<file path="src/design/signed_gcd_lcm_unit_macros.svh">
// assertion shorthands shared by the unit's modules
`ifndef SIGNED_GCD_LCM_UNIT_MACROS_SVH
`define SIGNED_GCD_LCM_UNIT_MACROS_SVH

// same-cycle implication, checked out of reset
`define SGLU_ASSERT_IMPL(lbl, clk, rst_n, ante, cons) \
  lbl: assert property (@(posedge clk) disable iff (!rst_n) (ante) |-> (cons)) \
    else $error("sglu assertion failed");

// next-cycle implication, checked out of reset
`define SGLU_ASSERT_NEXT(lbl, clk, rst_n, ante, cons) \
  lbl: assert property (@(posedge clk) disable iff (!rst_n) (ante) |=> (cons)) \
    else $error("sglu assertion failed");

`endif

</file>
<file path="src/design/sglu_pkg.sv">
package sglu_pkg;

  localparam int OPERAND_WIDTH_DEF = 32;
  localparam int FIELD_WIDTH       = 32;
  localparam int VALUE_WIDTH       = 63;

  localparam logic ACT_GCD = 1'b0;
  localparam logic ACT_LCM = 1'b1;

  typedef enum logic [1:0] {
    ST_OK       = 2'd0,
    ST_OVERFLOW = 2'd1,
    ST_INVALID  = 2'd2
  } status_t;

  typedef struct packed {
    logic                          action;
    logic signed [FIELD_WIDTH-1:0] operand_a;
    logic signed [FIELD_WIDTH-1:0] operand_b;
  } req_t;

  typedef struct packed {
    status_t                status;
    logic [VALUE_WIDTH-1:0] value;
  } res_t;

  typedef enum logic [2:0] {
    S_IDLE,
    S_GCD,
    S_DIV,
    S_MUL,
    S_FIN
  } state_t;

  typedef struct packed {
    logic load;
    logic gcd_step;
    logic div_init;
    logic div_step;
    logic mul;
    logic emit;
  } ctrl_cmd_t;

  typedef struct packed {
    logic gcd_done;
    logic need_div;
    logic div_last;
  } dp_stat_t;

endpackage

</file>
<file path="src/design/sglu_datapath.sv">
`include "signed_gcd_lcm_unit_macros.svh"

module sglu_datapath #(
  parameter int W = sglu_pkg::OPERAND_WIDTH_DEF
) (
  input  logic               clk,
  input  logic               rst_n,
  input  sglu_pkg::req_t     in_data,
  input  sglu_pkg::ctrl_cmd_t cmd,
  output sglu_pkg::dp_stat_t stat,
  output logic               out_valid,
  output sglu_pkg::res_t     out_data
);

  localparam int KW = $clog2(W);
  localparam int PW = 2 * W;

  logic            act_r;
  logic [W-1:0]    ma_r, mb_r;
  logic [W-1:0]    x_r, x_nxt;
  logic [W-1:0]    y_r, y_nxt;
  logic [KW-1:0]   k_r, k_nxt;
  logic [W-1:0]    q_r, q_nxt;
  logic [W:0]      rem_r, rem_nxt;
  logic [KW-1:0]   cnt_r, cnt_nxt;
  logic [PW-1:0]   prod_r;
  logic            out_valid_r;
  sglu_pkg::res_t  out_data_r, out_data_nxt;

  logic [W-1:0]    raw_a, raw_b, mag_a, mag_b;
  logic [W-1:0]    g_w;
  logic [W:0]      rem_sh;
  logic [PW-1:0]   prod_w;
  logic            zero_op;

  assign raw_a = in_data.operand_a[W-1:0];
  assign raw_b = in_data.operand_b[W-1:0];
  // most negative value maps to 2^(W-1), still fits W unsigned bits
  assign mag_a = raw_a[W-1] ? W'(~raw_a + W'(1)) : raw_a;
  assign mag_b = raw_b[W-1] ? W'(~raw_b + W'(1)) : raw_b;

  // once one of x, y is zero the other holds the gcd without the shared 2^k
  assign g_w     = (x_r | y_r) << k_r;
  assign zero_op = (ma_r == '0) || (mb_r == '0);

  assign stat.gcd_done = (x_r == '0) || (y_r == '0);
  assign stat.need_div = (act_r == sglu_pkg::ACT_LCM) && !zero_op && !g_w[W-1];
  assign stat.div_last = (cnt_r == '0);

  // binary gcd, one step a cycle
  always_comb begin
    x_nxt = x_r;
    y_nxt = y_r;
    k_nxt = k_r;
    if (cmd.load) begin
      x_nxt = mag_a;
      y_nxt = mag_b;
      k_nxt = '0;
    end else if (cmd.gcd_step) begin
      case ({x_r[0], y_r[0]})
        2'b00: begin
          x_nxt = x_r >> 1;
          y_nxt = y_r >> 1;
          k_nxt = k_r + KW'(1);
        end
        2'b01: x_nxt = x_r >> 1;
        2'b10: y_nxt = y_r >> 1;
        default: begin
          // difference of two odd values is even
          if (x_r >= y_r) begin
            x_nxt = (x_r - y_r) >> 1;
          end else begin
            y_nxt = (y_r - x_r) >> 1;
          end
        end
      endcase
    end
  end

  // restoring divider for |a| / gcd, one quotient bit a cycle
  assign rem_sh = {rem_r[W-1:0], q_r[W-1]};

  always_comb begin
    q_nxt   = q_r;
    rem_nxt = rem_r;
    cnt_nxt = cnt_r;
    if (cmd.div_init) begin
      q_nxt   = ma_r;
      rem_nxt = '0;
      cnt_nxt = KW'(W - 1);
    end else if (cmd.div_step) begin
      cnt_nxt = cnt_r - KW'(1);
      if (rem_sh >= {1'b0, g_w}) begin
        rem_nxt = rem_sh - {1'b0, g_w};
        q_nxt   = {q_r[W-2:0], 1'b1};
      end else begin
        rem_nxt = rem_sh;
        q_nxt   = {q_r[W-2:0], 1'b0};
      end
    end
  end

  // product stays below 2^(2W-2), so at W = 32 it fits the 63-bit value with no range check
  assign prod_w = PW'(q_r) * PW'(mb_r);

  always_comb begin
    out_data_nxt.status = sglu_pkg::ST_OK;
    out_data_nxt.value  = '0;
    if (act_r == sglu_pkg::ACT_GCD) begin
      if (g_w[W-1]) begin
        out_data_nxt.status = sglu_pkg::ST_OVERFLOW;
      end else begin
        out_data_nxt.value = sglu_pkg::VALUE_WIDTH'(g_w);
      end
    end else if (zero_op) begin
      out_data_nxt.value = '0;
    end else if (g_w[W-1]) begin
      out_data_nxt.status = sglu_pkg::ST_INVALID;
    end else begin
      out_data_nxt.value = sglu_pkg::VALUE_WIDTH'(prod_r);
    end
  end

  always_ff @(posedge clk) begin
    if (!rst_n) begin
      out_valid_r <= 1'b0;
    end else begin
      out_valid_r <= cmd.emit;
    end
  end

  always_ff @(posedge clk) begin
    if (cmd.load) begin
      act_r <= in_data.action;
      ma_r  <= mag_a;
      mb_r  <= mag_b;
    end
    if (cmd.mul) begin
      prod_r <= prod_w;
    end
    if (cmd.emit) begin
      out_data_r <= out_data_nxt;
    end
    x_r   <= x_nxt;
    y_r   <= y_nxt;
    k_r   <= k_nxt;
    q_r   <= q_nxt;
    rem_r <= rem_nxt;
    cnt_r <= cnt_nxt;
  end

  assign out_valid = out_valid_r;
  assign out_data  = out_data_r;

  `SGLU_ASSERT_IMPL(a_step_not_done, clk, rst_n, cmd.gcd_step, !stat.gcd_done)
  `SGLU_ASSERT_IMPL(a_div_by_valid_gcd, clk, rst_n, cmd.div_step, (g_w != '0) && !g_w[W-1])
  `SGLU_ASSERT_IMPL(a_error_zero, clk, rst_n,
      out_valid_r && (out_data_r.status != sglu_pkg::ST_OK), out_data_r.value == '0)

endmodule

</file>
<file path="src/design/sglu_ctrl.sv">
`include "signed_gcd_lcm_unit_macros.svh"

module sglu_ctrl (
  input  logic                clk,
  input  logic                rst_n,
  input  logic                start,
  input  sglu_pkg::dp_stat_t  stat,
  output logic                busy,
  output sglu_pkg::ctrl_cmd_t cmd
);

  sglu_pkg::state_t state_r, state_nxt;

  always_ff @(posedge clk) begin
    if (!rst_n) begin
      state_r <= sglu_pkg::S_IDLE;
    end else begin
      state_r <= state_nxt;
    end
  end

  always_comb begin
    state_nxt = state_r;
    case (state_r)
      sglu_pkg::S_IDLE: begin
        if (start) begin
          state_nxt = sglu_pkg::S_GCD;
        end
      end
      sglu_pkg::S_GCD: begin
        if (stat.gcd_done) begin
          state_nxt = stat.need_div ? sglu_pkg::S_DIV : sglu_pkg::S_IDLE;
        end
      end
      sglu_pkg::S_DIV: begin
        if (stat.div_last) begin
          state_nxt = sglu_pkg::S_MUL;
        end
      end
      sglu_pkg::S_MUL: state_nxt = sglu_pkg::S_FIN;
      sglu_pkg::S_FIN: state_nxt = sglu_pkg::S_IDLE;
      default:         state_nxt = sglu_pkg::S_IDLE;
    endcase
  end

  always_comb begin
    cmd  = '0;
    busy = 1'b1;
    case (state_r)
      sglu_pkg::S_IDLE: begin
        busy     = 1'b0;
        cmd.load = start;
      end
      sglu_pkg::S_GCD: begin
        cmd.gcd_step = !stat.gcd_done;
        cmd.div_init = stat.gcd_done && stat.need_div;
        cmd.emit     = stat.gcd_done && !stat.need_div;
      end
      sglu_pkg::S_DIV: cmd.div_step = 1'b1;
      sglu_pkg::S_MUL: cmd.mul = 1'b1;
      sglu_pkg::S_FIN: cmd.emit = 1'b1;
      default: busy = 1'b1;
    endcase
  end

  `SGLU_ASSERT_NEXT(a_emit_to_idle, clk, rst_n, cmd.emit, state_r == sglu_pkg::S_IDLE)
  `SGLU_ASSERT_NEXT(a_div_to_mul, clk, rst_n,
      (state_r == sglu_pkg::S_DIV) && stat.div_last, state_r == sglu_pkg::S_MUL)
  `SGLU_ASSERT_IMPL(a_one_cmd, clk, rst_n, 1'b1,
      $onehot0({cmd.load, cmd.gcd_step, cmd.div_init, cmd.div_step, cmd.mul, cmd.emit}))

endmodule

</file>
<file path="src/design/signed_gcd_lcm_unit.sv">
// signed gcd / lcm unit
// a request is taken on a rising edge with start high and busy low; it carries
// the action (0 gcd, 1 lcm) and two signed operands, of which the low
// OPERAND_WIDTH bits count. busy stays high until the result is issued.
// the result appears on out_data for exactly one cycle with out_valid high;
// the receiver cannot stall it, so it must take it in that cycle.
// status: 0 ok, 1 overflow (gcd of 2^(W-1)), 2 invalid (lcm of two most
// negative values); value is 0 on any error.
// operation, W = OPERAND_WIDTH: the gcd is a binary gcd on the magnitudes,
// one shift or subtract-and-shift per cycle, its step count data dependent.
// lcm adds a restoring divide for |a|/gcd and a registered W x W multiply;
// an lcm with a zero operand or two most negative operands skips them. one
// request at a time: the next one can be taken in the cycle the result is
// shown.
// reset returns the controller to idle and drops any request in flight.
module signed_gcd_lcm_unit #(
  parameter int OPERAND_WIDTH = sglu_pkg::OPERAND_WIDTH_DEF
) (
  input  logic            clk,
  input  logic            rst_n,
  input  logic            start,
  output logic            busy,
  input  sglu_pkg::req_t  in_data,
  output logic            out_valid,
  output sglu_pkg::res_t  out_data
);

  sglu_pkg::ctrl_cmd_t cmd;
  sglu_pkg::dp_stat_t  stat;

  sglu_ctrl u_ctrl (
    .clk   (clk),
    .rst_n (rst_n),
    .start (start),
    .stat  (stat),
    .busy  (busy),
    .cmd   (cmd)
  );

  sglu_datapath #(
    .W (OPERAND_WIDTH)
  ) u_datapath (
    .clk       (clk),
    .rst_n     (rst_n),
    .in_data   (in_data),
    .cmd       (cmd),
    .stat      (stat),
    .out_valid (out_valid),
    .out_data  (out_data)
  );

endmodule
</file>
<file path="config.mk">
export PLATFORM = sky130hd
export DESIGN_NAME = signed_gcd_lcm_unit
export DESIGN_NICKNAME = d
export VERILOG_FILES = /design/src/design/sglu_pkg.sv /design/src/design/sglu_datapath.sv /design/src/design/sglu_ctrl.sv /design/src/design/signed_gcd_lcm_unit.sv
export VERILOG_INCLUDE_DIRS = /design/src /design/src/design
export SDC_FILE = /design/constraint.sdc
export NUM_CORES = 2
export LEC_CHECK = 0
export BUFFER_PORTS_ARGS = -buffer_cell sky130_fd_sc_hd__buf_2
export CORE_MARGIN = 2
export CORE_UTILIZATION = 50
export CTS_BUF_LIST = sky130_fd_sc_hd__clkbuf_2 sky130_fd_sc_hd__clkbuf_4 sky130_fd_sc_hd__clkbuf_8
export CTS_CLUSTER_DIAMETER = 80
export DETAILED_ROUTE_END_ITERATION = 10
export HOLD_SLACK_MARGIN = 0.05
export PLACE_DENSITY = 0.66
export SLEW_MARGIN = 15
export SYNTH_ARGS = -nofsm -noshare
export SYNTH_HDL_FRONTEND = slang
export SYNTH_SLANG_ARGS = --single-unit
</file>
<file path="constraint.sdc">
create_clock -name clk -period 9.9 [get_ports clk]
set_input_delay 0.495 -clock clk [delete_from_list [all_inputs] [get_ports clk]]
set_output_delay 0.495 -clock clk [all_outputs]
set_load 0.05 [all_outputs]
</file>
* Word-level counts from Yosys, hierarchy flattened *
Cells that the tools add are included.

cells by class
  bitwise operators = 3
  eq/ne operators = 12
  add/sub/neg operators = 7
  magnitude comparators = 2
  shift operators = 1
  multiply operators = 1
  reduce and logical (&&, ||, !) cells = 26
  multiplexer cells = 32

operators by type and width
  cell                                                                 count
  32-bit 2-to-1 mux                                                    11
  32-bit logical NOT                                                   4
  32-bit one-hot mux with 2 select lines                               2
  63-bit 2-to-1 mux                                                    2
  32-bit subtractor                                                    3
  65-bit 2-to-1 mux                                                    1
  32-bit by 1-bit adder with 32-bit output (second input constant)     2
  32-bit NOT                                                           2
  32-bit by 32-bit multiplier with 63-bit output                       1
  33-bit by 32-bit >= comparator with 1-bit output                     1
  32-bit >= comparator                                                 1
  32-bit bitwise OR                                                    1
  32-bit by 5-bit left shift with 32-bit output                        1
  31-bit 2-to-1 mux                                                    1
  3-bit one-hot mux with 4 select lines                                1
  3-bit 2-to-1 mux                                                     3
  3-bit AND reduction                                                  3
  2-bit 2-to-1 mux                                                     4
  2-bit != test (second input constant)                                4
  3-bit by 2-bit == test with 1-bit output (second input constant)     2
  1-bit 2-to-1 mux                                                     6
  5-bit by 1-bit adder with 5-bit output (second input constant)       1
  5-bit logical NOT                                                    1
  5-bit by 1-bit subtractor with 5-bit output (second input constant)  1
  other kinds (16)                                                     25

word-level totals
  bits of input ports = 68
  logic and storage cells = 98
  register bits after elaboration = 335
  output and inout bits = 67

* Depth between registers and ports, before layout *
  depth after elaboration = 9
  mapped depth = 28
  depth with buffers taken out = 26

* Modules after synthesis *
Synthesis repeated with hierarchy kept, for this count alone.

second synthesis, totals
  cell total of the unflattened synthesis = 5825
  area, all modules = 54892.6 um^2

by module, submodules not included
  module         cells each  area an instance (um^2)  sequential area each (um^2)  instances
  sglu_datapath  5799        54678.7                  9539.1                       1
  sglu_ctrl      26          214.0                    60.1                         1

* Least setup slack after synthesis *
Ideal clock, no wire load.

  path type = register to register
  from = register u_datapath.mb_r[8]
  to = register u_datapath.prod_r[60], data pin
  stages on the path, launching flop included = 26
  required time = 9710 ps
  path slack = 2535 ps
  arrival = 7174 ps
  buffers on the path = 2
  setup time = 190 ps
  clock period less this slack = 7365 ps
  cells stage by stage = edfxtp_1 > clkbuf_1 > nand2_1 > fa_1 > fa_1 > fa_1 > fa_1 > inv_1 > fa_1 > fa_1 > fa_1 > inv_1 > fa_1 > inv_1 > ha_1 > clkbuf_1 > a21oi_1 > o21ai_0 > a2111oi_0 > o21ai_0 > a31o_2 > a41oi_2 > o21ai_1 > o31ai_2 > mux2i_1 > a2111oi_2

on the way
  word-level cells in the longest chain between the ends = 1

RTL lines
  item                                            line                  text
  start, declared                                 sglu_datapath.sv:19   logic [W-1:0] ma_r, mb_r;
  start signal, assigned                          sglu_datapath.sv:136  mb_r <= mag_b;
  32-bit by 32-bit multiplier with 63-bit output  sglu_datapath.sv:104  assign prod_w = PW'(q_r) * PW'(mb_r);
  via u_datapath.prod_w[60]                       sglu_datapath.sv:33   logic [PW-1:0] prod_w;
  end signal, assigned                            sglu_datapath.sv:139  prod_r <= prod_w;
  end, declared                                   sglu_datapath.sv:26   logic [PW-1:0] prod_r;

The timed path passes the listed nets, and every way through them passes these cells.
A chain may end at the register's enable or synchronous reset.

* Worst setup path after layout *
  from = register u_datapath.mb_r[12]
  to = register u_datapath.prod_r[62], data pin

The elaborated chain is that of the path after synthesis.

==> results.sh <==
export IMPL_status="completed"
export IMPL_synth_xor_area_share_pct=3.191
export IMPL_insertion_delay_ns=0.77
export IMPL_synth_compound_area_share_pct=9.178
export IMPL_routed_wl_mm=167.2
export IMPL_period_share_pct=96.24
export IMPL_vias=42250
export IMPL_ys_ff_latch=335
export IMPL_syn_inst=5934
export IMPL_drv_slew=0
export IMPL_crit_required_ns=10.41
export IMPL_r2r_end="u_datapath.prod_r[62]"
export IMPL_drt_antenna_violating_nets=0
export IMPL_grt_overflow=0
export IMPL_yosys_area_share_simple_pct=17.63
export IMPL_via_per_inst=5.725
export IMPL_synth_edf_count=289
export IMPL_grt_setup_unrepaired="no"
export IMPL_finalNonFillerCells=7379
export IMPL_first_pass_iters=7
export IMPL_route_detailed_drc=0
export IMPL_cap_viol_max_count=0
export IMPL_core_rowCount=121
export IMPL_synth_fp_nets=7288
export IMPL_cts_buffers=61
export IMPL_worstHoldPathType="primary input to register"
export IMPL_asyncSetResetFlopFracSynth_pct=0
export IMPL_synthDistinctLibCells=87
export IMPL_drive_gt1_share_pct=7.297
export IMPL_cts_max_path_buffers=3
export IMPL_first_iter_violations=3793
export IMPL_yosysTopAreaCellShare_pct=32.75
export IMPL_ys_seq_area_share_pct=17.49
export IMPL_root_buffer="clkbuf_8"
export IMPL_cp_end_kind="register"
export IMPL_antenna_found_initial=3
export IMPL_synth_fa_ha_area_share_pct=41.59
export IMPL_utilization_pct=53.58
export IMPL_grt_pass1_wl_mm=260.0
export IMPL_critPathMaxFanout=19
export IMPL_io_pins=135
export IMPL_start_kind="register"
export IMPL_gp_congestion=0.9771
export IMPL_skew_ns=0.04734
export IMPL_grt_pass1_vias=43290
export IMPL_finalSetupViolCount=0
export IMPL_ys_warn_count=0
export IMPL_dieArea_mm2=0.1125
export IMPL_tns_ns=0
export IMPL_initial_utilization_pct=50.43
export IMPL_syn_avg_cell_area_um2=9.252
export IMPL_grt_use_total_pct=30.34
export IMPL_hold_path_startpoint="in_data[28]"
export IMPL_timing_hold_ws_ns=0.1079
export IMPL_critPathArrivalTime_ns=10.04
export IMPL_wl_per_cell_um=22.67
export IMPL_ff_latch_area_mm2=0.009599
export IMPL_multi_input_area_mm2=0.04036
export IMPL_synth_flop_cell="edfxtp_1"
export IMPL_nets=7269
export IMPL_finalHoldViolations=0
export IMPL_cts_tree="done"
export IMPL_core_mm2=0.1089
export IMPL_die_h_um=335.4
export IMPL_clkTransAtPathRegs_ns=0.06
export IMPL_tightest_slew_ns=1.138
export IMPL_port_buffer_count=134
export IMPL_areaGrowthSynthToFinish_pct=6.242
export IMPL_synthesis_area_mm2=0.05490
export IMPL_synth_most_common_cell="inv_1"
export IMPL_htreeDepth=2
export IMPL_nFillCells=9933
export IMPL_worstSetupPathType="register to register"
export IMPL_min_to="u_datapath.mb_r[28]"
export IMPL_synth_area_leader_cell="fa_1"
export IMPL_grt_max_degree=99
export IMPL_post_route_min_period_ns=9.528
export IMPL_worstRegToRegCells=24
export IMPL_relSlewSlack_pct=24.15
export IMPL_synthTopCellsByCount="inv_1, fa_1, nand2_1"
export IMPL_cts_sink_count=335
export IMPL_dp_cells=7259
export IMPL_yosys_top_cells_area="fa_1, edfxtp_1, ha_1"
export IMPL_synthMuxAreaShare_pct=1.819
export IMPL_whs_path_depth=2
export IMPL_die_w_um=335.4
export IMPL_dpl_hpwl_mm=135.9
export IMPL_max_freq_ghz=0.1050
export IMPL_synth_top_family_by_area="adder cells"
export IMPL_r2r_slack_ns=0.37
export IMPL_timing_rr_start="u_datapath.mb_r[12]"
[through the flow]
step	setup slack (ns)	cell area (um^2)
2_1_floorplan	2.535	54900
3_3_place_gp	0.4615	56960
3_5_place_dp	0.3616	56960
4_1_cts	0.4195	58290
5_1_grt	0.008844	58320
6_report	0.3721	58330
[flip-flops by register name, indices dropped and copies added (netlist names), 3 cells and up]
signal               flops
u_datapath.out_data     65
u_datapath.prod_r       63
u_datapath.ma_r         32
u_datapath.mb_r         32
u_datapath.q_r          32
u_datapath.rem_r        32
u_datapath.x_r          32
u_datapath.y_r          32
u_datapath.cnt_r         5
u_datapath.k_r           5
u_ctrl.state_r           3
[layout make-up]
| cell class | instances | share of cell area (%) |
|---|---|---|
| clock buffers | 73 | 1.626 |
| clock inverters | 36 | 0.5513 |
| well taps | 1414 | 3.033 |
| repair buffers | 255 | 2.767 |
| diodes | 4 | 0.01716 |
| inverters | 985 | 6.348 |
| multi-input cells | 4277 | 69.20 |
| flip-flops and latches | 335 | 16.46 |
[routing by layer]
metal	global-route usage [%]	up-vias	wire (um)
met1	42.04	21380	71020
met3	5.336	319	13610
met2	47.68	1744	75820
li1	-	18800	-
met5	0	-	13
met4	11.38	2	6781
[cells by family (layout without fill, tap and decap cells)]
logic type,Yosys count,in the layout
and+or+nand+nor,1906,1906
buffers and inverters,1322,1349
adders and majority gates,1286,1286
AOI/OAI and AO/OA,812,812
DFF,335,335
xor gates and xnor gates,200,200
muxes,73,73
other,0,4
[worst max-delay path, cell delays in order (launching register included)]
cell       delay (ns)
edfxtp_1         0.95
buf_4            0.35
nand2_1          0.10
fa_1             0.54
inv_1            0.06
fa_1             0.49
inv_1            0.07
fa_1             0.53
fa_1             0.52
inv_1            0.06
fa_1             0.54
fa_1             0.42
fa_1             0.45
ha_1             0.30
ha_1             0.45
a21o_1           0.34
a21boi_1         0.66
nand2_1          0.23
a2111oi_0        0.41
a31oi_1          0.41
a21oi_1          0.46
o21ai_1          0.20
a221oi_1         0.42
o21ai_1          0.15
xnor2_1          0.14
[placed cells by master, fill, tap and decap left out, types with 21 or more instances in the layout]
cell / instances
inv_1: 978
fa_1: 898
nand2_1: 715
and2_1: 664
ha_1: 388
edfxtp_1: 289
a21oi_1: 251
o21ai_0: 225
nor2_1: 173
xnor2_1: 168
buf_2: 134
buf_4: 114
nand3_1: 77
a21o_1: 65
clkbuf_8: 64
nor4_1: 57
nor3_1: 50
dfxtp_1: 46
mux2i_1: 39
o21bai_1: 36
xor2_1: 32
nand4_1: 30
nand2b_1: 28
nor2b_1: 28
o211ai_1: 25
o31ai_1: 25
a31oi_1: 22
and3_1: 21
[repair_timing]
| item | in CTS | in global routing |
|---|---|---|
| buffers inserted | 0 | 0 |
| resized for setup | 0 | 0 |
| setup endpoints to repair | 0 | 0 |
| hold buffers | 6 | 0 |
| hold endpoints to repair | 8 | 0 |
[worst max path at each step]
stage                        start                    end  slack, ns  cells after the start
6_report       u_datapath.mb_r[12]  u_datapath.prod_r[62]       0.37                     24
5_1_grt        u_datapath.mb_r[11]  u_datapath.prod_r[62]      0.009                     24
4_1_cts        u_datapath.mb_r[12]  u_datapath.prod_r[62]       0.42                     24
3_5_place_dp   u_datapath.mb_r[12]  u_datapath.prod_r[62]       0.36                     24
3_3_place_gp   u_datapath.mb_r[11]  u_datapath.prod_r[62]       0.46                     24
2_1_floorplan   u_datapath.mb_r[8]  u_datapath.prod_r[60]       2.54                     25
Power is not shown: default switching activity piles up to over one toggle a cycle in this logic, so the estimate is an artifact.
